`src/v3alu_pkg.sv`:
```
// Shared types, constants and codes for the three-component vector ALU.
package v3alu_pkg;

  // Field and datapath widths
  localparam int FIELD_W = 32;
  localparam int PROD_W = 64;
  localparam int PRE_W = 66;
  localparam int SS_W = 64;
  localparam int ROOT_W = 32;
  localparam int SQ_REM_W = 35;
  localparam int DVD_W = 64;
  localparam int DVS_W = 32;
  localparam int Q_W = 32;
  localparam int LANES = 3;

  // Iterations done per pipeline stage in the square root and divider
  localparam int SQ_PER = 4;
  localparam int SQ_STAGES = ROOT_W / SQ_PER;
  localparam int DV_PER = 4;
  localparam int DV_STAGES = Q_W / DV_PER;

  // Parameter defaults
  localparam int DEF_FRAC_BITS = 16;
  localparam int DEF_WORD_WIDTH = 32;

  typedef logic signed [FIELD_W-1:0] word_t;

  // Operation codes
  typedef enum logic [4:0] {
    MODE_ADD   = 5'd0,
    MODE_SUB   = 5'd1,
    MODE_MUL   = 5'd2,
    MODE_DIV   = 5'd3,
    MODE_SCALE = 5'd4,
    MODE_SDIV  = 5'd5,
    MODE_NEG   = 5'd6,
    MODE_DOT   = 5'd7,
    MODE_CROSS = 5'd8,
    MODE_LEN   = 5'd9,
    MODE_NORM  = 5'd10,
    MODE_ABS   = 5'd11,
    MODE_MAX   = 5'd12,
    MODE_SMAX  = 5'd13,
    MODE_MOD   = 5'd14,
    MODE_UMOD  = 5'd15,
    MODE_SADD  = 5'd16,
    MODE_SSUB  = 5'd17
  } mode_t;

  // How the final stage forms a lane's result
  typedef enum logic [2:0] {
    K_DIRECT,
    K_LEN,
    K_DIV,
    K_NORM,
    K_MODF,
    K_MODT,
    K_ERR
  } kind_t;

  typedef struct packed {
    logic [4:0] mode;
    word_t      ax;
    word_t      ay;
    word_t      az;
    word_t      bx;
    word_t      by;
    word_t      bz;
  } in_item_t;

  typedef struct packed {
    word_t rx;
    word_t ry;
    word_t rz;
    logic  saturated;
    logic  arith_error;
  } out_item_t;

  // Per-lane operation prepared ahead of the square root
  typedef struct packed {
    kind_t                    kind;
    logic signed [PRE_W-1:0]  pre;
    logic [DVD_W-1:0]         dvd;
    logic [DVS_W-1:0]         dvs;
    logic                     neg;
  } lane_op_t;

  // Square root stage contents
  typedef struct packed {
    logic [SQ_REM_W-1:0] rem;
    logic [ROOT_W-1:0]   root;
    logic [SS_W-1:0]     rad;
  } sq_st_t;

  // Divider stage contents
  typedef struct packed {
    kind_t                    kind;
    logic signed [PRE_W-1:0]  pre;
    logic                     neg;
    logic                     dz;
    logic                     ovf;
    logic                     dvd_zero;
    logic [DVS_W-1:0]         dvs;
    logic [DVS_W-1:0]         rem;
    logic [Q_W-1:0]           low;
    logic [Q_W-1:0]           q;
  } div_st_t;

endpackage

```
`src/v3alu_sqrt.sv`:
```
// Pipelined integer square root, two radicand bits per iteration.
module v3alu_sqrt (
  input  logic                                clk,
  input  logic [v3alu_pkg::SQ_STAGES-1:0]     en,
  input  logic [v3alu_pkg::SS_W-1:0]          ss,
  output logic [v3alu_pkg::ROOT_W-1:0]        root
);

  v3alu_pkg::sq_st_t st_r [v3alu_pkg::SQ_STAGES];

  for (genvar s = 0; s < v3alu_pkg::SQ_STAGES; s++) begin : g_st
    v3alu_pkg::sq_st_t cur;
    v3alu_pkg::sq_st_t st_nxt;
    logic [v3alu_pkg::SQ_REM_W-1:0] r;
    logic [v3alu_pkg::SQ_REM_W-1:0] trial;

    // a few restoring root steps per stage
    always_comb begin
      if (s == 0) begin
        cur.rem  = '0;
        cur.root = '0;
        cur.rad  = ss;
      end else begin
        cur = st_r[(s == 0) ? 0 : s - 1];
      end
      r = '0;
      trial = '0;
      for (int j = 0; j < v3alu_pkg::SQ_PER; j++) begin
        r = {cur.rem[v3alu_pkg::SQ_REM_W-3:0], cur.rad[v3alu_pkg::SS_W-1 -: 2]};
        cur.rad = cur.rad << 2;
        trial = {1'b0, cur.root, 2'b01};
        if (r >= trial) begin
          cur.rem  = r - trial;
          cur.root = {cur.root[v3alu_pkg::ROOT_W-2:0], 1'b1};
        end else begin
          cur.rem  = r;
          cur.root = {cur.root[v3alu_pkg::ROOT_W-2:0], 1'b0};
        end
      end
      st_nxt = cur;
    end

    always_ff @(posedge clk) begin
      if (en[s]) begin
        st_r[s] <= st_nxt;
      end
    end
  end

  assign root = st_r[v3alu_pkg::SQ_STAGES-1].root;

endmodule

```
`config.mk`:
```
export PLATFORM = sky130hd
export DESIGN_NAME = v3alu_sqrt
export DESIGN_NICKNAME = d
export VERILOG_FILES = /design/src/v3alu_pkg.sv /design/src/v3alu_sqrt.sv
export SDC_FILE = /design/constraint.sdc
export NUM_CORES = 2
export LEC_CHECK = 0
export ABC_CLOCK_PERIOD_IN_PS = 14500
export BUFFER_PORTS_ARGS = -buffer_cell sky130_fd_sc_hd__buf_4
export CAP_MARGIN = 10
export CORE_MARGIN = 4
export CORE_UTILIZATION = 40
export CTS_BUF_LIST = sky130_fd_sc_hd__clkbuf_4 sky130_fd_sc_hd__clkbuf_8 sky130_fd_sc_hd__clkbuf_16
export CTS_CLUSTER_DIAMETER = 40
export DETAILED_ROUTE_END_ITERATION = 7
export PLACE_DENSITY = 0.61
export SLEW_MARGIN = 10
export SYNTH_ARGS = -nofsm -noshare
export SYNTH_HDL_FRONTEND = slang
export SYNTH_SLANG_ARGS = --single-unit
```
`constraint.sdc`:
```
create_clock -name clk -period 14.5 [get_ports clk]
set_clock_uncertainty 0.15 [all_clocks]
set_input_delay 1.45 -clock clk [delete_from_list [all_inputs] [get_ports clk]]
set_output_delay 1.45 -clock clk [all_outputs]
set_load 0.05 [all_outputs]
```
=== Word level (Yosys, flattened, before mapping) ===
Memory sizes are Yosys's and may differ from the RTL's.
Cells that the tools add are included.
Widths: inputs -> output; s select.

* Flip-flop bits (word level): 0
* ROM bits: 0
* Input bits: 73
* Bits in writable memories: 984
* Memories: 1
* Latch bits: 0

{| class="wikitable"
|+ Memory list
! memory !! depth !! bits a word !! read ports !! clocked after memory_dff !! wr ports !! RTL line !! RTL
|-
| st_r || 8 || 123 || 8 || 0 || 8 || v3alu_sqrt.sv:9 || <nowiki>v3alu_pkg::sq_st_t st_r [v3alu_pkg::SQ_STAGES];</nowiki>
|}

* Divide/modulo/power cells: 0
* Mux-type cells: 48
* $mul: 0
* Eq/ne operators: 0
* Order comparisons: 32
* Bitwise logic cells: 0
* Add/subtract/negate cells: 32
* Reductions and logical operators: 0
* Shift-type cells: 0

{| class="wikitable"
|+ Operators by type and width
! operator !! number
|-
| $mux 65 || 24
|-
| $ge 35x34->1 || 31
|-
| $sub 33x33->33 || 23
|-
| $mux 67 || 8
|-
| $sub 35x34->35 || 8
|-
| $mux 1 || 16
|-
| $sub 2x1->3 const B || 1
|-
| $ge 2x1->1 const B || 1
|}

=== Depth between registers and ports, before layout ===
An unclocked memory read counts as a cell.

* Depth in word-level cells: 9
* Gate-level depth with buffers: 64

=== Worst setup path before layout ===
No wires, ideal clock.

* Kind: register to register
* Start: mem st_r[1][69] (netlist bit)
* End: mem st_r[1][214] (netlist bit), data pin
* Data arrival time: 12.570 ns
* Path buffers: 10
* Slack: 1.518 ns
* Data required time: 14.088 ns
* Library setup time: 0.262 ns
* Stages on the path, launching flop included: 58
* Clock period less this slack: 12.982 ns
* Cells stage by stage: edfxtp_1 inv_1 ha_1 clkbuf_1 o21a_1 o21ai_0 a2111oi_0 o21ai_0 nand3_1 clkbuf_1 buf_1 clkbuf_1 nor2_1 a21oi_1 ha_1 clkbuf_1 nand4_1 nor2_1 (+22 left out) nor3_1 clkbuf_1 clkbuf_1 mux2_2 ha_1 a21o_1 a21oi_1 nor2b_1 o21ai_0 nand2b_1 a21oi_1 a31o_2 o21ba_2 a31oi_1 o21ai_0 nor4b_1 clkbuf_1 mux2_1

{| class="wikitable"
|+ RTL lines
! item !! RTL line
|-
| start, declared || v3alu_sqrt.sv:9
|}

==> summary.txt <==
Run status
  – Status: completed

Critical path
  – Setup crit start kind: flip-flop
  – Required time of the critical path: 14.87 ns
  – Worst Path Max Fanout: 19
  – Worst Path Arrival: 13.98 ns
  – R2r setup slk: 0.89 ns
  – Kind of critical path: flip-flop to flip-flop
  – Crit-path slowest cell: nor3_1
  – Max incr delay on CP: 0.69 ns
  – CP endpoint kind: flip-flop

Cells and area
  – Max FFs per register: 599
  – Seq. cell area: 0.01799 sq mm
  – Largest Register: st_r
  – NumNets Final: 8340
  – Largest registers: st_r x599
  – Filler instances: 15610
  – Layout area overhead: 11.12%
  – Multi-input logic area: 0.04326 sq mm
  – Share of cells above drive strength 1: 8.583%

Routing
  – Via count: 59230
  – DR vias/cell: 5.994
  – DR pass1 iterations: 7
  – Drt initial violations: 5768
  – Routed WL per cell: 21.47 um
  – DRC: 0
  – Final WL: 212200 um
  – Final antenna-violating net count: 0

CTS
  – Worst skew pair latency: 0.76 ns
  – CTS Hold Buffers Added: 0
  – H-Tree Depth: 3
  – Clock transition at path regs: 0.06 ns
  – Root Buffer: clkbuf_16
  – CTS Sinks: 599
  – TritonCTS clock tree: done
  – Total CTS buffers: 113
  – Clock Path Buffers: 3

Yosys
  – Synth top area share: 28.24%
  – Ys Warns: 0
  – Netlist cell types: 109
  – Synth top area cells: edfxtp_1, ha_1, xnor2_1
  – Cell area after synthesis: 0.06370 sq mm
  – Seq/Total Area, Yosys: 28.24%
  – Syn Area/Cell: 8.322 sq um
  – Post-Synthesis Cells: 7655
  – Largest area contributor in the netlist: edfxtp_1
  – Post-synthesis register bit count: 599
  – Async set-or-reset flop fraction in the synthesized netlist: 0%
  – Top_reg_cell synth: edfxtp_1
  – Count leader, synth: nand2_1
  – Number of synthesized flops with an enable pin: 599
  – Synth cell count leaders: nand2_1, a21oi_1, nor2_1

Floorplanning
  – Die area: 0.1657 sq mm
  – Chip Width: 407.1 um
  – Die H: 407.1 um
  – # rows: 146
  – Io pins: 105
  – Initial core utilization: 40.22%
  – Core region area: 0.1584 sq mm

Timing
  – Unrepaired setup endpoints after global routing: false
  – Final Max Tran Viols: 0
  – Setup WS post-layout: 0.8918 ns
  – Final setup TNS: 0 ns
  – Worst rel slew slack: 18.44%
  – Hold Fails Final Rpt: 0
  – Final setup fails: 0
  – Max frequency: 0.07349 GHz
  – Crit share post-route: 93.85%
  – Minimum clock period: 13.61 ns
  – Tightest Pin Transition: 1.220 ns

Min path
  – Class of the tightest hold or removal check: flip-flop to flip-flop

Place
  – Dpl hpwl: 170100 um
  – Pre-CTS setup slack: 0.1453 ns
  – IO buf count: 104
  – GPL Wtd Cong: 0.9852

GRT
  – First-pass GRT wire length: 323300 um
  – Largest net degree at the start of global routing: 70
  – Grt ovf: 0
  – Vias in the first global route: 55290
  – GRT Resource Usage Total: 24.58%
  – Initial antenna violation count: 5

Run
  – Max Cap Violations: 0
layout make-up:
class                      instances  area share, %
tap                             2072          3.662
clock buffer                     118          4.047
sequential                       599          25.41
antenna                            3        0.01060
inverter                         360          1.914
timing repair buffer             206          2.202
timing repair inverter             1        0.01060
multi-input combinational       6426          61.11
clock inverter                    96          1.630
placed cells by master, fill, tap and decap left out, types with 26 or more instances in the layout:
cell and instances:
a211oi_1 53, a21o_1 308, a21oi_1 674, a31oi_1 86
and2_1 60, and3_1 76, and4_1 39, buf_4 205
clkbuf_16 113, edfxtp_1 599, ha_1 560, inv_1 346
inv_6 29, mux2_2 89, mux2i_1 37, nand2_1 696
nand2b_1 103, nand3_1 229, nand3b_1 26, nand4_1 127
nor2_1 633, nor2b_1 95, nor3_1 214, nor3b_1 32
nor4_1 102, o2111ai_1 27, o211ai_1 47, o21a_1 77
o21ai_0 493, o21bai_1 83, o31a_1 27, o31ai_1 60
or2_2 73, or3_1 85, or4_1 45, xnor2_1 469
xor2_1 280
worst paths after layout:
check / start / to / cells after the start
max: st_r[0][306] / st_r[0][465] / 48
min: st_r[1][45] / st_r[1][176] / 0
max reg2reg: st_r[0][306] / st_r[0][465] / 48
min reg2reg: st_r[1][45] / st_r[1][176] / 0
worst max-delay path: cells and delay by family, from the launching register on:
family / cells / cell delay, ns
AOI/OAI and AO/OA: 18 / 3.98
adders and majority gates: 4 / 1.55
and+or+nand+nor: 18 / 5.18
buffers and inverters: 8 / 1.97
DFF: 1 / 0.51
cells by family (layout without fill, tap and decap cells):
logic type	after synthesis	count (layout)	synth area share [%]
AND/OR/NAND/NOR	2720	2721	21.53
AO/OA/AOI/OAI	2264	2265	22.76
XOR/XNOR	749	749	10.30
buffers and inverters	635	781	3.995
flip-flops	599	599	28.24
adder cells (fa/ha/maj)	560	560	11.00
multiplexers	127	127	2.172
other	1	7	0.005887
repair_timing:
| action | CTS | global route |
|---|---|---|
| endpoints found under the hold margin | 0 | 0 |
| resized for setup | 0 | 10 |
| setup buffers | 0 | 7 |
| setup endpoints to repair | 0 | 35 |
stage by stage:
stage	area, sq um	utilization, %	std cells	hold slack [ns]
3_5_place_dp	66660	42.09	9654	0.2545
4_1_cts	70670	44.62	9868	0.2578
2_1_floorplan	63720	-	7658	0.2503
5_1_grt	70780	44.69	9878	0.2560
6_report	70790	44.70	9881	0.2507
3_3_place_gp	66660	42.09	9654	0.2505
routing by layer:
| metal | vias to the layer above | track usage [%] | wire length [um] |
|---|---|---|---|
| met2 | 2058 | 39.15 | 94240 |
| met5 | - | 0 | 0 |
| met1 | 28210 | 35.49 | 99660 |
| met4 | 0 | 5.981 | 5297 |
| li1 | 28670 | - | - |
| met3 | 286 | 2.822 | 12990 |
Power is left out: the tool's default activity adds up to more than one toggle a clock period on the data nets, which glitch-free logic cannot reach.
