--- config.mk ---
export PLATFORM = sky130hd
export DESIGN_NAME = v3alu_div_lane
export DESIGN_NICKNAME = d
export VERILOG_FILES = /design/src/v3alu_pkg.sv /design/src/v3alu_div_lane.sv
export SDC_FILE = /design/constraint.sdc
export NUM_CORES = 2
export LEC_CHECK = 0
export BUFFER_PORTS_ARGS = -buffer_cell sky130_fd_sc_hd__buf_4
export CAP_MARGIN = 20
export CELL_PAD_IN_SITES_DETAIL_PLACEMENT = 0
export CELL_PAD_IN_SITES_GLOBAL_PLACEMENT = 1
export CORE_MARGIN = 5
export CORE_UTILIZATION = 55
export DETAILED_ROUTE_END_ITERATION = 10
export HOLD_SLACK_MARGIN = 0.1
export PLACE_DENSITY_LB_ADDON = 0.3
export SLEW_MARGIN = 20
export SYNTH_ARGS = -nofsm -noshare
export SYNTH_HDL_FRONTEND = slang
export SYNTH_SLANG_ARGS = --single-unit
export TNS_END_PERCENT = 20
--- constraint.sdc ---
create_clock -name clk -period 20.5 [get_ports clk]
set_clock_uncertainty 0.15 [all_clocks]
set_input_delay 4.1 -clock clk [delete_from_list [all_inputs] [get_ports clk]]
set_output_delay 4.1 -clock clk [all_outputs]
set_load 0.03 [all_outputs]
--- src/v3alu_pkg.sv ---
// Shared types, constants and codes for the three-component vector ALU.
package v3alu_pkg;

  // Field and datapath widths
  localparam int FIELD_W = 32;
  localparam int PROD_W = 64;
  localparam int PRE_W = 66;
  localparam int SS_W = 64;
  localparam int ROOT_W = 32;
  localparam int SQ_REM_W = 35;
  localparam int DVD_W = 64;
  localparam int DVS_W = 32;
  localparam int Q_W = 32;
  localparam int LANES = 3;

  // Iterations done per pipeline stage in the square root and divider
  localparam int SQ_PER = 4;
  localparam int SQ_STAGES = ROOT_W / SQ_PER;
  localparam int DV_PER = 4;
  localparam int DV_STAGES = Q_W / DV_PER;

  // Parameter defaults
  localparam int DEF_FRAC_BITS = 16;
  localparam int DEF_WORD_WIDTH = 32;

  typedef logic signed [FIELD_W-1:0] word_t;

  // Operation codes
  typedef enum logic [4:0] {
    MODE_ADD   = 5'd0,
    MODE_SUB   = 5'd1,
    MODE_MUL   = 5'd2,
    MODE_DIV   = 5'd3,
    MODE_SCALE = 5'd4,
    MODE_SDIV  = 5'd5,
    MODE_NEG   = 5'd6,
    MODE_DOT   = 5'd7,
    MODE_CROSS = 5'd8,
    MODE_LEN   = 5'd9,
    MODE_NORM  = 5'd10,
    MODE_ABS   = 5'd11,
    MODE_MAX   = 5'd12,
    MODE_SMAX  = 5'd13,
    MODE_MOD   = 5'd14,
    MODE_UMOD  = 5'd15,
    MODE_SADD  = 5'd16,
    MODE_SSUB  = 5'd17
  } mode_t;

  // How the final stage forms a lane's result
  typedef enum logic [2:0] {
    K_DIRECT,
    K_LEN,
    K_DIV,
    K_NORM,
    K_MODF,
    K_MODT,
    K_ERR
  } kind_t;

  typedef struct packed {
    logic [4:0] mode;
    word_t      ax;
    word_t      ay;
    word_t      az;
    word_t      bx;
    word_t      by;
    word_t      bz;
  } in_item_t;

  typedef struct packed {
    word_t rx;
    word_t ry;
    word_t rz;
    logic  saturated;
    logic  arith_error;
  } out_item_t;

  // Per-lane operation prepared ahead of the square root
  typedef struct packed {
    kind_t                    kind;
    logic signed [PRE_W-1:0]  pre;
    logic [DVD_W-1:0]         dvd;
    logic [DVS_W-1:0]         dvs;
    logic                     neg;
  } lane_op_t;

  // Square root stage contents
  typedef struct packed {
    logic [SQ_REM_W-1:0] rem;
    logic [ROOT_W-1:0]   root;
    logic [SS_W-1:0]     rad;
  } sq_st_t;

  // Divider stage contents
  typedef struct packed {
    kind_t                    kind;
    logic signed [PRE_W-1:0]  pre;
    logic                     neg;
    logic                     dz;
    logic                     ovf;
    logic                     dvd_zero;
    logic [DVS_W-1:0]         dvs;
    logic [DVS_W-1:0]         rem;
    logic [Q_W-1:0]           low;
    logic [Q_W-1:0]           q;
  } div_st_t;

endpackage

--- src/v3alu_div_lane.sv ---
// One divider lane: divisor setup then a pipelined restoring divide.
module v3alu_div_lane (
  input  logic                                  clk,
  input  logic [v3alu_pkg::DV_STAGES:0]         en,
  input  v3alu_pkg::lane_op_t                   op,
  input  logic [v3alu_pkg::ROOT_W-1:0]          len,
  output v3alu_pkg::div_st_t                    res
);

  v3alu_pkg::div_st_t st_r [v3alu_pkg::DV_STAGES+1];
  v3alu_pkg::div_st_t setup_nxt;
  logic [v3alu_pkg::DVS_W-1:0] divisor;
  logic uses_div;

  // pick divisor, flag zero divisor and quotients of 2^32 or more
  always_comb begin
    divisor = (op.kind == v3alu_pkg::K_NORM) ? len : op.dvs;
    uses_div = (op.kind == v3alu_pkg::K_DIV) || (op.kind == v3alu_pkg::K_NORM) ||
               (op.kind == v3alu_pkg::K_MODF) || (op.kind == v3alu_pkg::K_MODT);
    setup_nxt.kind     = op.kind;
    setup_nxt.pre      = (op.kind == v3alu_pkg::K_LEN) ?
                         v3alu_pkg::PRE_W'({1'b0, len}) : op.pre;
    setup_nxt.neg      = op.neg;
    setup_nxt.dz       = uses_div && (divisor == '0);
    setup_nxt.ovf      = op.dvd[v3alu_pkg::DVD_W-1 -: v3alu_pkg::DVS_W] >= divisor;
    setup_nxt.dvd_zero = (op.dvd == '0);
    setup_nxt.dvs      = divisor;
    setup_nxt.rem      = op.dvd[v3alu_pkg::DVD_W-1 -: v3alu_pkg::DVS_W];
    setup_nxt.low      = op.dvd[v3alu_pkg::Q_W-1:0];
    setup_nxt.q        = '0;
  end

  always_ff @(posedge clk) begin
    if (en[0]) begin
      st_r[0] <= setup_nxt;
    end
  end

  for (genvar s = 1; s <= v3alu_pkg::DV_STAGES; s++) begin : g_st
    v3alu_pkg::div_st_t cur;
    logic [v3alu_pkg::DVS_W:0] t;

    // a few quotient bits per stage
    always_comb begin
      cur = st_r[s-1];
      t = '0;
      for (int j = 0; j < v3alu_pkg::DV_PER; j++) begin
        t = {cur.rem, cur.low[v3alu_pkg::Q_W-1]};
        cur.low = cur.low << 1;
        if (t >= {1'b0, cur.dvs}) begin
          cur.rem = v3alu_pkg::DVS_W'(t - {1'b0, cur.dvs});
          cur.q   = {cur.q[v3alu_pkg::Q_W-2:0], 1'b1};
        end else begin
          cur.rem = t[v3alu_pkg::DVS_W-1:0];
          cur.q   = {cur.q[v3alu_pkg::Q_W-2:0], 1'b0};
        end
      end
    end

    always_ff @(posedge clk) begin
      if (en[s]) begin
        st_r[s] <= cur;
      end
    end
  end

  assign res = st_r[v3alu_pkg::DV_STAGES];

endmodule

* Word-level counts from Yosys, hierarchy flattened *
Memory sizes are Yosys's and may differ from the RTL's.
Cells that the tools add are included.

cells by class
  add/sub/neg operators = 32
  reductions and logical operators = 6
  muxes and demuxes = 84
  order comparisons = 33
  equal/unequal tests = 5

operators with widths
  cell                                                              number
  33-bit by 32-bit >= comparator with 1-bit output                  32
  32-bit 2-to-1 mux                                                 33
  32-bit subtractor                                                 32
  66-bit 2-to-1 mux                                                 1
  64-bit logical NOT                                                1
  1-bit 2-to-1 mux                                                  50
  32-bit >= comparator                                              1
  32-bit logical NOT                                                1
  3-bit by 2-bit == test with 1-bit output (second input constant)  2
  3-bit == test (second input constant)                             2
  3-bit by 1-bit == test with 1-bit output (second input constant)  1
  1-bit logical OR                                                  3
  1-bit logical AND                                                 1

storage, ports and cells
  memories kept = 1
  output and inout bits = 201
  input port bits = 208
  bits in writable memories = 1809
  logic and storage cells = 161
  flip-flop bits (word level) = 0

memories
  name  words  bits a word  rd ports  clocked after memory_dff  write ports  RTL line              RTL
  st_r  9      201          9         0                         9            v3alu_div_lane.sv:10  v3alu_pkg::div_st_t st_r [v3alu_pkg::DV_STAGES+1];

* Depth between registers and ports, before layout *
An unclocked memory read counts as a cell.

  depth after elaboration = 9
  gate-level depth with buffers = 61
  gate-level depth less buffers = 53

* Least setup slack after synthesis *
No wires, ideal clock.

  path kind = reg2reg
  start point = memory st_r[0][1303] (netlist bit)
  end point = memory st_r[0][1483] (netlist bit) (data pin)
  arrival time = 12.558 ns
  setup slack = 7.514 ns
  stages on the path, launching flop included = 57
  path through = edfxtp_1 > inv_1 > ha_1 > nor2b_1 > o2111ai_1 > nand3_1 > a2111o_1 > a21o_1 > a21oi_1 > and2_1 > clkbuf_1 > clkinv_1 > clkbuf_1 > mux2i_1 > inv_1 > ha_1 > a211o_1 > o221ai_1 > (+21 left out) > clkbuf_1 > clkbuf_1 > a21oi_1 > ha_1 > nor2b_1 > o31a_1 > o31a_1 > a2111oi_0 > o311ai_0 > a21bo_2 > a21o_1 > o31a_1 > a21o_1 > clkbuf_1 > a311o_1 > o21ai_0 > clkbuf_1 > o221ai_1

RTL lines
  what         RTL line
  from (decl)  v3alu_div_lane.sv:10

==> results by stage <==
Run status:
- The flow ran to the end, and the final reports show no timing, DRC or antenna violations.

Global routing:
- The first global-routing pass estimated 525 mm of wire.
- The initial antenna violation count is 16.
- The number of global-route vias before repair is 83500.
- The overall fraction of global-route tracks in use is 32.7%.
- The global route total overflow is 0.
- Entering global routing, the biggest net connects 106 pins.

Clock tree:
- TritonCTS created 162 clock buffers.
- The clock input transition at the sequential cells of the worst setup and hold paths is 0.06 ns.
- Once the clock tree was built, the setup fixing pass inserted 0 buffers.
- Gates resized during post-CTS repair numbered 0.
- The tree built by TritonCTS fans out to 1521 sinks.
- The level count of the clock H-tree is 4.
- The longest clock path from root to sink contains 3 buffers.
- The CTS tree is built.
- The tree is rooted in a clkbuf_16.
- The quantity of hold-fixing buffers added after cts is 0.
- Clock latency on the worst-skew pair, taken at its later pin, is 0.86 ns.

Critical path:
- The startpoint-to-endpoint class of the critical path is flop to flop.
- The nature of the critical path endpoint is a flop.
- The highest cell delay on the worst timing path is 0.71 ns.
- The critical-path maximum fanout is 23.
- The startpoint identified for the worst register-to-register timing path is st_r[0][1303].
- The worst setup path is launched from a flop.
- The slowest cell on the critical path is a2111oi_0.
- STA puts the critical path data arrival time at 16.82 ns.
- The worst setup path startpoint is st_r[0][1303].
- The required time at the worst-slack endpoint is 20.93 ns.

Timing:
- Summed over all failing endpoints, the final setup total negative slack is 0 ns.
- Timing would allow up to 61.0 MHz.
- Setup repair after global routing left no endpoint under its margin.
- The clock period minus worst slack is 16.40 ns.
- Hold is met by 0.215 ns.
- The final-report max-slew violation count is 0.
- In the finished design, the share of the clock period the worst path needs comes to 80.0%.
- The number of hold violations in the final report was 0.
- The final-report setup violation count is 0.
- The pin slew with the least headroom to its limit is 1.13 ns.
- The worst-case headroom to the max-slew limit is 22.6%.

Synth:
- In the synthesized netlist the dominant register cell turns out to be edfxtp_1.
- The cell count after synthesis came out at 10900.
- For this run, the number of Yosys warnings is 0.
- In this run, synthesis inferred 1521 flip-flops with an integrated enable.
- Of all flip-flops after synthesis, the portion carrying an async set or reset was 0%.
- The post-synth design cell area is 112000 sq um.
- After synthesis, flip-flops and latches occupy 40.9% of the total area.
- The share of synthesized area in the top cell type comes to 40.9%.
- The dominant cell by count in the synthesized netlist is edfxtp_1.
- After synthesis, the most frequently instantiated cells are 1521 x edfxtp_1, 1056 x ha_1, 909 x a21oi_1, 765 x nand2_1, 705 x o21ai_0.
- The netlist uses 98 different library cells.
- The count of state elements after synthesis is 1521.
- The biggest area contributor in the post-synthesis netlist is edfxtp_1.
- By area the synthesized netlist is led by edfxtp_1 41%, ha_1 12%, mux2_2 5.6%.
- Dividing the synthesized area by the synthesized cell count gives 10.2 sq um.

Cells and area:
- The final net count is 12400.
- The share of post-route cells with drive strength above 1 is 12.1%.
- The largest registers in the layout are st_r (1521).
- The register with the most flip-flops in the layout has 1521 of them.
- More flip-flops sit in one register than any other, and that register is st_r.
- The area growth from synthesis to layout is 9.09%.
- The total non-filler cell area in the finished layout is 122000 sq um.

Detailed routing:
- After the first detailed-routing iteration, the DRC count stood at 9055.
- In the routed layout, each cell is associated on average with a via count of 6.31.
- The number of search-and-repair iterations in the first detailed-routing pass is 6.
- Dividing the detail-routed wire length by the instance count gives 25.7 microns.
- The count of nets left with antenna violations once routing finished came out at 0.
- The detailed-route via count is 87900.
- The number of remaining DRC errors is 0.
- The total routed wirelength is 358 mm.

Floorplanning:
- The floorplan step defined a die boundary enclosing 212000 sq um.
- The floorplan has 165 rows.
- The initial core utilization is 55.3%.
- The vertical die dimension is 461 microns.
- Measured along the x axis, the die boundary spans 461 microns.
- The core area is 202000 sq um.
- Pin placement for this block handled 409 I/O pins.

Place:
- The final weighted congestion in routability-driven placement is 0.982.
- The quantity of I/O buffers inserted on ports is 376.
- After legalization and detailed placement, the total HPWL measured 283 mm.
- The standard cell area after detailed placement is 116000 sq um.

Worst hold path:
- The origin of the worst min-delay path is st_r[0][746].
- The path class of the lowest-slack min-delay path is flop to flop.

Run:
- The number of max-cap violations is 0.
==> path summary, 6_finish.rpt <==
path | endpoint | slack, ns | depth (start not counted)
max reg2reg | st_r[0][1480] | 4.10 | 51
min | st_r[0][947] | 0.22 | 0
max | st_r[0][1480] | 4.10 | 51
min reg2reg | st_r[0][947] | 0.22 | 0
==> through the flow <==
stage / cells / util [%] / worst slack [ns]
detailed placement: 13600 / 57.5 / 4.52
floorplan: 11000 / - / 7.51
global route: 13900 / 60.3 / 3.11
CTS: 13900 / 60.3 / 4.38
finish: 13900 / 60.3 / 4.10
global placement: 13600 / 57.5 / 4.67
==> routing by layer <==
layer / global-route usage, % / vias to the layer above / share of wire [%]
met5: 0 / - / 0.0042
met4: 14.5 / 2 / 5.1
li1: - / 41200 / -
met1: 44.6 / 42500 / 42
met3: 5.02 / 680 / 7.4
met2: 51.8 / 3556 / 45
==> final cells by class <==
class,count,area [sq um]
Timing Repair Buffer,439,3360
Tap cell,2672,3340
Fill cell,16700,80200
Clock inverter,111,1500
Clock buffer,189,4160
Inverter,672,2520
Sequential cell,1521,45700
Antenna cell,10,25.0
Multi-Input combinational cell,8320,61300
==> worst max-delay path: cells and delay by family, from the launching register on <==
family | cells | cell delay, ns
AOI/OAI and AO/OA | 30 | 10.01
buffers and inverters | 7 | 1.90
DFF | 1 | 0.47
and+or+nand+nor | 9 | 1.83
muxes | 1 | 0.43
adders and majority gates | 4 | 1.24
==> cells in the final DEF, fill, tap and decap left out, drive strengths merged, types with 186 or more instances in the layout <==
master,n
a21o,415
a21oi,909
buf,430
clkbuf,198
edfxtp,1521
ha,1056
inv,679
mux2,552
nand2,765
nand3,186
nor2,573
nor3,189
o21ai,713
xnor2,534
xor2,319
==> cell families (layout without fill, tap and decap cells) <==
family	Yosys count	after routing	share of synthesized area (%)
other cells	1	42	0.00336
xor+xnor	853	853	6.69
simple gates	2554	2554	11.1
compound gates	3127	3127	17.9
fa+ha+maj	1088	1088	12.4
flops	1521	1521	40.9
mux	666	666	6.59
buf+inv	1110	1411	4.46
Power is not shown: default switching activity piles up to over one toggle a cycle in this logic, so the estimate is an artifact.
