`config.mk`:
```
export PLATFORM = sky130hd
export DESIGN_NAME = v3alu_merge
export DESIGN_NICKNAME = d
export VERILOG_FILES = /design/src/v3alu_pkg.sv /design/src/v3alu_merge.sv
export SDC_FILE = /design/constraint.sdc
export NUM_CORES = 1
export LEC_CHECK = 0
export BUFFER_PORTS_ARGS = -buffer_cell sky130_fd_sc_hd__buf_2
export CAP_MARGIN = 20
export CORE_AREA = 2 2 272 274
export CTS_CLUSTER_DIAMETER = 200
export DETAILED_ROUTE_END_ITERATION = 10
export DIE_AREA = 0 0 274 276
export GPL_TIMING_DRIVEN = 0
export SETUP_SLACK_MARGIN = 0.15
export SLEW_MARGIN = 25
export SYNTH_ARGS = -nofsm -noshare
export SYNTH_HDL_FRONTEND = slang
export SYNTH_SLANG_ARGS = --single-unit
```
`constraint.sdc`:
```
create_clock -name clk -period 5.05 [get_ports clk]
set_clock_uncertainty 0.2 [all_clocks]
set_input_delay 0.505 -clock clk [delete_from_list [all_inputs] [get_ports clk]]
set_output_delay 0.505 -clock clk [all_outputs]
set_load 0.005 [all_outputs]
```
`src/v3alu_pkg.sv`:
```
// Shared types, constants and codes for the three-component vector ALU.
package v3alu_pkg;

  // Field and datapath widths
  localparam int FIELD_W = 32;
  localparam int PROD_W = 64;
  localparam int PRE_W = 66;
  localparam int SS_W = 64;
  localparam int ROOT_W = 32;
  localparam int SQ_REM_W = 35;
  localparam int DVD_W = 64;
  localparam int DVS_W = 32;
  localparam int Q_W = 32;
  localparam int LANES = 3;

  // Iterations done per pipeline stage in the square root and divider
  localparam int SQ_PER = 4;
  localparam int SQ_STAGES = ROOT_W / SQ_PER;
  localparam int DV_PER = 4;
  localparam int DV_STAGES = Q_W / DV_PER;

  // Parameter defaults
  localparam int DEF_FRAC_BITS = 16;
  localparam int DEF_WORD_WIDTH = 32;

  typedef logic signed [FIELD_W-1:0] word_t;

  // Operation codes
  typedef enum logic [4:0] {
    MODE_ADD   = 5'd0,
    MODE_SUB   = 5'd1,
    MODE_MUL   = 5'd2,
    MODE_DIV   = 5'd3,
    MODE_SCALE = 5'd4,
    MODE_SDIV  = 5'd5,
    MODE_NEG   = 5'd6,
    MODE_DOT   = 5'd7,
    MODE_CROSS = 5'd8,
    MODE_LEN   = 5'd9,
    MODE_NORM  = 5'd10,
    MODE_ABS   = 5'd11,
    MODE_MAX   = 5'd12,
    MODE_SMAX  = 5'd13,
    MODE_MOD   = 5'd14,
    MODE_UMOD  = 5'd15,
    MODE_SADD  = 5'd16,
    MODE_SSUB  = 5'd17
  } mode_t;

  // How the final stage forms a lane's result
  typedef enum logic [2:0] {
    K_DIRECT,
    K_LEN,
    K_DIV,
    K_NORM,
    K_MODF,
    K_MODT,
    K_ERR
  } kind_t;

  typedef struct packed {
    logic [4:0] mode;
    word_t      ax;
    word_t      ay;
    word_t      az;
    word_t      bx;
    word_t      by;
    word_t      bz;
  } in_item_t;

  typedef struct packed {
    word_t rx;
    word_t ry;
    word_t rz;
    logic  saturated;
    logic  arith_error;
  } out_item_t;

  // Per-lane operation prepared ahead of the square root
  typedef struct packed {
    kind_t                    kind;
    logic signed [PRE_W-1:0]  pre;
    logic [DVD_W-1:0]         dvd;
    logic [DVS_W-1:0]         dvs;
    logic                     neg;
  } lane_op_t;

  // Square root stage contents
  typedef struct packed {
    logic [SQ_REM_W-1:0] rem;
    logic [ROOT_W-1:0]   root;
    logic [SS_W-1:0]     rad;
  } sq_st_t;

  // Divider stage contents
  typedef struct packed {
    kind_t                    kind;
    logic signed [PRE_W-1:0]  pre;
    logic                     neg;
    logic                     dz;
    logic                     ovf;
    logic                     dvd_zero;
    logic [DVS_W-1:0]         dvs;
    logic [DVS_W-1:0]         rem;
    logic [Q_W-1:0]           low;
    logic [Q_W-1:0]           q;
  } div_st_t;

endpackage

```
`src/v3alu_merge.sv`:
```
// Final stage: forms each lane's value, saturates, merges flags, output register.
module v3alu_merge #(
  parameter int WORD_WIDTH = v3alu_pkg::DEF_WORD_WIDTH
) (
  input  logic                   clk,
  input  logic                   en,
  input  v3alu_pkg::div_st_t     lane [v3alu_pkg::LANES],
  output v3alu_pkg::out_item_t   out_item
);

  localparam int SAT_W = (WORD_WIDTH > v3alu_pkg::FIELD_W) ? v3alu_pkg::FIELD_W : WORD_WIDTH;
  localparam logic signed [v3alu_pkg::PRE_W-1:0] SAT_HI =
    v3alu_pkg::PRE_W'((longint'(1) <<< (SAT_W - 1)) - longint'(1));
  localparam logic signed [v3alu_pkg::PRE_W-1:0] SAT_LO = -SAT_HI - 1;

  logic signed [v3alu_pkg::PRE_W-1:0] val [v3alu_pkg::LANES];
  v3alu_pkg::word_t res [v3alu_pkg::LANES];
  logic [v3alu_pkg::LANES-1:0] sat_f, err_f;
  v3alu_pkg::out_item_t out_nxt, out_r;

  // per-lane value and flags
  always_comb begin
    for (int i = 0; i < v3alu_pkg::LANES; i++) begin
      err_f[i] = 1'b0;
      unique case (lane[i].kind)
        v3alu_pkg::K_DIRECT, v3alu_pkg::K_LEN: val[i] = lane[i].pre;
        v3alu_pkg::K_DIV, v3alu_pkg::K_NORM: begin
          if (lane[i].dz) begin
            err_f[i] = 1'b1;
            if (lane[i].kind == v3alu_pkg::K_NORM || lane[i].dvd_zero) begin
              val[i] = '0;
            end else begin
              val[i] = lane[i].neg ? SAT_LO - 1 : SAT_HI + 1;
            end
          end else if (lane[i].ovf) begin
            val[i] = lane[i].neg ? SAT_LO - 1 : SAT_HI + 1;
          end else begin
            val[i] = lane[i].neg ? -v3alu_pkg::PRE_W'(lane[i].q) :
                                   v3alu_pkg::PRE_W'(lane[i].q);
          end
        end
        v3alu_pkg::K_MODT: begin
          val[i] = lane[i].neg ? -v3alu_pkg::PRE_W'(lane[i].rem) :
                                 v3alu_pkg::PRE_W'(lane[i].rem);
        end
        v3alu_pkg::K_MODF: begin
          if (lane[i].neg && lane[i].rem != '0) begin
            val[i] = v3alu_pkg::PRE_W'(lane[i].dvs) - v3alu_pkg::PRE_W'(lane[i].rem);
          end else begin
            val[i] = v3alu_pkg::PRE_W'(lane[i].rem);
          end
        end
        v3alu_pkg::K_ERR: begin
          val[i] = '0;
          err_f[i] = 1'b1;
        end
        default: val[i] = '0;
      endcase

      // clamp to the signed word
      if (val[i] > SAT_HI) begin
        res[i] = SAT_HI[v3alu_pkg::FIELD_W-1:0];
        sat_f[i] = 1'b1;
      end else if (val[i] < SAT_LO) begin
        res[i] = SAT_LO[v3alu_pkg::FIELD_W-1:0];
        sat_f[i] = 1'b1;
      end else begin
        res[i] = val[i][v3alu_pkg::FIELD_W-1:0];
        sat_f[i] = 1'b0;
      end
    end
    out_nxt.rx = res[0];
    out_nxt.ry = res[1];
    out_nxt.rz = res[2];
    out_nxt.saturated = |sat_f;
    out_nxt.arith_error = |err_f;
  end

  always_ff @(posedge clk) begin
    if (en) begin
      out_r <= out_nxt;
    end
  end

  assign out_item = out_r;

endmodule

```
# [After elaboration in Yosys (flattened, before gate mapping)]
# Index checks and enable logic that the tools add are counted.
[word_totals] register_bits=98 latchBits=0 ram_bits=0 mem_bits_ro=0 input_bits=605 out_inout_bits=98 elab_cells=97 memories=0
[op_classes] addsub=9 multipliers=0 div_mod_pow=0 magnitude_cmp=6 eq_ne=18 n_shift=0 muxes=39 bitwise=0 reduce_logical=20
[op_table] op="$mux W66" count=21
[op_table] op="$pmux W66 S4" count=3
[op_table] op="$neg A32 Y66" count=6
[op_table] op="$gt A66 B32 Y1 const B" count=3
[op_table] op="$lt A66 B32 Y1 const B" count=3
[op_table] op="$sub A32 B32 Y33" count=3
[op_table] op="$mux W32" count=3
[op_table] op="$reduce_bool A32 Y1" count=3
[op_table] op="$eq A3 B3 Y1 const B" count=9
[op_table] op="$eq A3 B2 Y1 const B" count=6
[op_table] op="$reduce_or A2 Y1" count=6
[op_table] op="$eq A3 B1 Y1 const B" count=3
[op_table] op="$logic_not A3 Y1" count=3
[op_table] op="$mux W1" count=9
[op_table] op="$pmux W1 S2" count=3
[op_table] op="$reduce_or A3 Y1" count=2
[op_table] op="$logic_and A1 B1 Y1" count=3
[op_table] op="$logic_or A1 B1 Y1" count=3

# [Longest topological paths before layout]
# Gate-level depths: netlist of run 1.
[logic_depth] depth_word=9 depth_mapped=17 ltp_nobuf=14

# [Least setup slack after synthesis of run 1]
# No wires, ideal clock.
[synth_path] path_kind="input -> register" from="in lane[424] (netlist name)" to="reg out_r, in the netlist out_item[68], data pin" setup_time_ns=0.263 t_arrival_ns=3.981 t_required_ns=4.587 path_slack_ns=0.606 stages=15 n_path_buf=2 cell_sequence="or4_1 or4_1 or4_1 buf_2 or3_1 nor3_1 ha_1 nand3_1 a21oi_1 a211oi_1 o21ai_0 or3_1 nand2_1 buf_2 o21ai_0"
[synth_between] elab_chain_len=7 word_cells_on_any_way=8 classes_between="1 x add/sub; 2 x order compare; 5 x mux"
[synth_rtl] item="from (decl)" line_no="v3alu_merge.sv:7" rtl="input v3alu_pkg::div_st_t lane [v3alu_pkg::LANES],"
[synth_rtl] item="$neg A32 Y66" line_no="v3alu_merge.sv:38" rtl="val[i] = lane[i].neg ? -v3alu_pkg::PRE_W'(lane[i].q) :"
[synth_rtl] item="$mux W66 (*)" line_no="v3alu_merge.sv:38"
[synth_rtl] item="$mux W66 (*)" line_no="v3alu_merge.sv:35" rtl="end else if (lane[i].ovf) begin"
[synth_rtl] item="$mux W66 (*)" line_no="v3alu_merge.sv:28" rtl="if (lane[i].dz) begin"
[synth_rtl] item="$pmux W66 S4 (*)" line_no="v3alu_merge.sv:25" rtl="unique case (lane[i].kind)"
[synth_rtl] item="$lt A66 B32 Y1" line_no="v3alu_merge.sv:64" rtl="end else if (val[i] < SAT_LO) begin"
[synth_rtl] item="$mux W32" line_no="v3alu_merge.sv:64"
[synth_rtl] item="to (signal assigned)" line_no="v3alu_merge.sv:81" rtl="out_r <= out_nxt;"
[synth_rtl] item="to (decl)" line_no="v3alu_merge.sv:19" rtl="v3alu_pkg::out_item_t out_nxt, out_r;"
# Every way passes the cells marked *; elsewhere a longest branch is shown, timed or not.
# A chain may end at the register's enable or synchronous reset.

# [Final worst setup path of run 1]
[layout_path] from="in lane[424] (netlist name)" to="reg out_r, in the netlist out_item[77], data pin"
# Same word-level chain as after synthesis.

==> results of run 1 <==
[worst min path at each step]
stage | from | to | cells after the start
2_1_floorplan | en | out_item[0] | 0
3_3_place_gp | lane[599] | out_item[97] | 3
3_5_place_dp | lane[599] | out_item[97] | 3
4_1_cts | lane[599] | out_item[97] | 3
5_1_grt | lane[599] | out_item[97] | 3
6_report | en | out_item[8] | 1
[metrics by stage]
step,util,hold slack (ps)
detailed placement,0.312,688
floorplan,-,417
global route,0.317,318
CTS,0.316,275
global placement,0.311,686
finish,0.317,329
[Yosys cell counts, types with 27 or more instances]
library cell / count / share of area
a21o_1: 91 / 0.037
a21oi_1: 287 / 0.078
a221oi_1: 37 / 0.018
a22oi_1: 29 / 0.012
clkbuf_1: 138 / 0.028
edfxtp_1: 98 / 0.16
ha_1: 108 / 0.073
inv_1: 143 / 0.029
mux2i_1: 28 / 0.015
nand2_1: 246 / 0.050
nand3_1: 65 / 0.018
nand4_1: 52 / 0.018
nor2_1: 146 / 0.030
nor3_1: 63 / 0.017
nor4_1: 56 / 0.019
o211ai_1: 38 / 0.016
o21ai_0: 299 / 0.081
o21ai_1: 35 / 0.0095
o31ai_1: 31 / 0.013
or3_1: 46 / 0.016
or4_1: 32 / 0.013
xnor2_1: 110 / 0.052
xor2_1: 27 / 0.013
[kinds of logic after synthesis]
| group | synth area share |
|---|---|
| AOI/OAI and AO/OA | 0.377 |
| adders and majority gates | 0.0768 |
| muxes | 0.0189 |
| xor gates and xnor gates | 0.0653 |
| DFF | 0.160 |
| and+or+nand+nor | 0.236 |
| buffers and inverters | 0.0664 |
[cell type report]
class	instances	area, sq um	area share
inverter	146	548	0.0238
timing repair buffer	598	3040	0.132
buffer	166	679	0.0295
multi-input combinational	2221	14300	0.621
clock buffer	10	229	0.00995
clock inverter	6	32.5	0.00141
sequential	98	2940	0.128
tap	959	1200	0.0521
antenna	19	47.5	0.00207
[power by group through the flow]
stage          combinational (W)  clock [W]  sequential [W]
4_1_cts                  0.00223   0.000751         0.00109
6_report                 0.00229   0.000712         0.00109
2_1_floorplan            0.00120          0         0.00112
5_1_grt                  0.00247   0.000777         0.00110
3_5_place_dp             0.00221          0         0.00111
3_3_place_gp             0.00222          0         0.00111
[what timing repair did]
action                     CTS  global route
setup buffers                2             1
gates resized for setup      7            13
setup endpoints to repair   43            68
pin swaps                    1             1
[per-layer routing]
metal	vias up	wire, um	track usage	share of wire
met2	1570	48400	0.437	0.45
met4	18	4800	0.109	0.045
met3	251	12000	0.0680	0.11
li1	11300	-	-	-
met1	11700	42500	0.340	0.39
met5	-	115	0	0.0011
==> flow_summary.ini, run 1 <==
[global_route]
grt_max_degree = 64
grt_pass1_wl_um = 154000
grt_util_all_layers = 0.270
grt.overflow.total = 0
antenna_found_initial = 25
grt_pass1_vias = 23200

[timing]
tightest_slew_ps = 1210
rsz0062_at_grt = true
slew_headroom = 0.183
max_freq_mhz = 209
finalCritPeriodShare = 0.948
finalCriticalPeriod_ps = 4790
finalHoldViolCount = 0
tns_ps = 0
maxSlewViolCount = 0
setup_viol_count_final = 0
fin_ws_ps = 261

[layout]
final_common_cell = buf_2
n_fill_cell = 8132
design_area_sq_um = 23000
drive_gt1_frac = 0.214
largest_reg_flops = 98
final_cell_mix = 607 x buf_2, 293 x o21ai_0, 287 x a21oi_1, 245 x nand2_1, 145 x nor2_1
nets = 3956
area_delta_synth_final_pct = 25.2
stdcell_count = 4223

[floorplanning]
rows = 99
dieArea_sq_um = 75600
fp.dieW_um = 274
num_io_pins = 703
core_area_sq_um = 72600
initial_utilization = 0.253
die_height_um = 276

[worst_setup_path]
max_stage_delay_ps = 580
cp.depth = 17
critPathCaptureType = register
cp_data_arrival_time_ps = 4690
crit_required_ps = 4950
crit_start = lane[424]
crit_top_cell = or4_1
cp_max_fo = 10
endpoint = out_item[77]
worstSetupStartpointType = input port
crit_buf_inv = 3
path_cells = buf_2 > or4_1 > or4_1 > or4_1 > buf_2 > or3_1 > nor3_1 > ha_1 > a21o_1 > a21oi_1 > a221oi_2 > a31oi_1 > o21a_1 > o22ai_1 > and2_4 > clkbuf_4 > o21ai_0
critPathKind = in2reg
crit_family = simple AND/OR/NAND/NOR gates
cp_slowest_cell = or4_1

[drt]
drc = 0
via_per_inst = 5.87
first_iter_violations = 2946
detail_route.wl_per_cell_um = 25.5
drtPass1Iterations = 8
wl_um = 108000
ant_nets = 0
vias = 24800

[cts]
cts.clk_slew.worst_paths_ps = 90
cts_root_buf = clkbuf_16
cts_max_level = 3
hold_buffers = 0
cts_tree = done
cts_buffers = 9
cts_sinks = 98
clockBufferDepth = 2

[synth]
syn_area_sq_um = 18400
yosys_warnings = 0
syn-instance-count = 2631
synthArstFlopShare = 0
avgSynthCellArea_sq_um = 6.99
yosys_register_bits = 98
yosysSeqAreaShare = 0.160
ys_types = 89
synth_flop_cell = edfxtp_1
synth_edf_count = 98
synth_fp_nets = 3347

[pwr]
p_per_area_nw_per_um2 = 178
switchingPower_w = 0.00186
swShare = 0.454
leakage_nw = 9.46
total_power_w = 0.00409
peakVddDrop_uv = 124
internal-power_w = 0.00223
pwr-share-clk = 0.174
seqPwrFrac = 0.266
combPwrFrac = 0.560

[placed_design]
port-buffer-count = 594
place_hpwl_um = 90700
dp.cells = 4185
post_dp_cell_area_sq_um = 22600
dp_slack_ps = -525
gp_congestion = 1.01

[min_path]
hp-class = in2reg

[run]
max-cap-violations = 0

[run_status]
status = finished, final reports clean
No activity file was read; power rests on OpenSTA's default activity.
==> run 2, diff against run 1 <==
--- a/config.mk
+++ b/config.mk
@@ -8,6 +8,7 @@
 export BUFFER_PORTS_ARGS = -buffer_cell sky130_fd_sc_hd__buf_2
 export CAP_MARGIN = 20
 export CORE_AREA = 2 2 272 274
+export CTS_BUF_LIST = sky130_fd_sc_hd__clkbuf_16
 export CTS_CLUSTER_DIAMETER = 200
 export DETAILED_ROUTE_END_ITERATION = 10
 export DIE_AREA = 0 0 274 276
==> run 2 against run 1 <==
Via count rose by 0.22%. Clock power about the same. Maximum frequency hardly changed. Critical endpoint unchanged. Setup slack improved by 0.73 ps. Sequential share of layout area did not move. Utilization unchanged. Cell count unchanged. Hold slack about the same. Global-route usage stayed put. Non-clock buffer count unchanged. Highest routed layer unchanged. Design area did not move.
==> flow_summary.ini, run 2 (synthesis results as in run 1) <==
[pwr]
combPwrFrac = 0.560
seqPwrFrac = 0.267
internal-power_w = 0.00223
leakage_nw = 9.47
p_per_area_nw_per_um2 = 178
pwr-share-clk = 0.174
switchingPower_w = 0.00186
peakVddDrop_uv = 124
swShare = 0.455

[floorplanning]
die_height_um = 276
rows = 99
num_io_pins = 703
initial_utilization = 0.253
fp.dieW_um = 274
core_area_sq_um = 72600
dieArea_sq_um = 75600

[cts]
cts_max_level = 3
cts.clk_slew.worst_paths_ps = 90
cts_tree = done
cts_buffers = 9
hold_buffers = 0
cts_root_buf = clkbuf_16
clockBufferDepth = 2
cts_sinks = 98

[layout]
largest_reg_flops = 98
nets = 3956
final_common_cell = buf_2
area_delta_synth_final_pct = 25.2
n_fill_cell = 8132
final_cell_mix = 607 x buf_2, 293 x o21ai_0, 287 x a21oi_1, 245 x nand2_1, 145 x nor2_1
postLayoutCoreUtil = 0.317
design_area_sq_um = 23000
drive_gt1_frac = 0.214

[run]
max-cap-violations = 0

[drt]
drc = 0
drtPass1Iterations = 9
wl_um = 108000
via_per_inst = 5.89
first_iter_violations = 2949
vias = 24900
detail_route.wl_per_cell_um = 25.5
ant_nets = 0

[timing]
finalHoldViolCount = 0
rsz0062_at_grt = true
finalCritPeriodShare = 0.948
tns_ps = 0
finalCriticalPeriod_ps = 4790
max_freq_mhz = 209
tightest_slew_ps = 1210
slew_headroom = 0.184
setup_viol_count_final = 0
hold_slack_ps = 329
maxSlewViolCount = 0

[worst_setup_path]
worstSetupStartpointType = input port
critPathCaptureType = register
cp_data_arrival_time_ps = 4690
critPathKind = in2reg
cp_max_fo = 10
crit_required_ps = 4950

[global_route]
grt.overflow.total = 0
grt_pass1_vias = 23200
grt_max_degree = 64
grt_util_all_layers = 0.270
antenna_found_initial = 25
grt_pass1_wl_um = 154000

[placed_design]
place_hpwl_um = 90700
port-buffer-count = 594
post_dp_cell_area_sq_um = 22600
gp_congestion = 1.01

[min_path]
min_path_cells = 1
hp-class = in2reg

[run_status]
status = finished, final reports clean
[run 2: changes by cell type in the layout (fill, tap and decap cells not counted), sizes merged]
cell and delta:
clkbuf -1, inv +1
[run 2: final cells by class]
class                   count  area, sq um  share of cell area
diodes                     19         47.5             0.00207
plain buffers             166          679              0.0295
clock buffers               9          225             0.00979
clock inverters             7         36.3             0.00158
inverters                 146          548              0.0238
multi-input cells        2221        14300               0.621
flip-flops and latches     98         2940               0.128
well taps                 959         1200              0.0521
repair buffers            598         3040               0.132
[run 2: worst max-delay path, stage by stage]
cell	delay, ps
buf_2	140
or4_1	580
or4_1	490
or4_1	480
buf_2	170
or3_1	380
nor3_1	210
ha_1	190
a21o_1	110
a21oi_1	90
a221oi_2	250
a31oi_1	70
o21a_1	140
o22ai_1	190
and2_4	260
clkbuf_4	250
o21ai_0	190
[run 2: power groups by stage]
stage	Combinational, W	Sequential, W	Clock [W]
floorplan	0.00120	0.00112	0
global placement	0.00222	0.00111	0
detailed placement	0.00221	0.00111	0
CTS	0.00223	0.00109	0.000749
global route	0.00247	0.00110	0.000776
finish	0.00229	0.00109	0.000711
[run 2: path summary, 6_finish.rpt]
kind / start / to / slack (ps)
setup / recovery: lane[424] / out_item[77] / 260
hold / removal: en / out_item[8] / 330
[run 2: timing repair]
| action | CTS | global route |
|---|---|---|
| buffers inserted | 2 | 1 |
| endpoints found under the hold margin | 0 | 0 |
| pin swaps | 1 | 1 |
| setup endpoints to repair | 43 | 68 |
| gates resized for setup | 7 | 13 |
[run 2: metal layers]
layer / vias up / global-route usage / share of wire
li1: 11300 / - / -
met1: 11700 / 0.340 / 0.39
met2: 1583 / 0.437 / 0.45
met3: 256 / 0.0680 / 0.11
met4: 18 / 0.109 / 0.045
met5: - / 0 / 0.0011
[run 2: stage by stage]
step                      power (W)  std cells  worst slack, ps
after floorplan             0.00231       2631              606
after global placement      0.00333       4184             -511
after detailed placement    0.00332       4185             -525
after CTS                   0.00408       4203              148
after global routing        0.00435       4214             12.4
final                       0.00409       4223              261
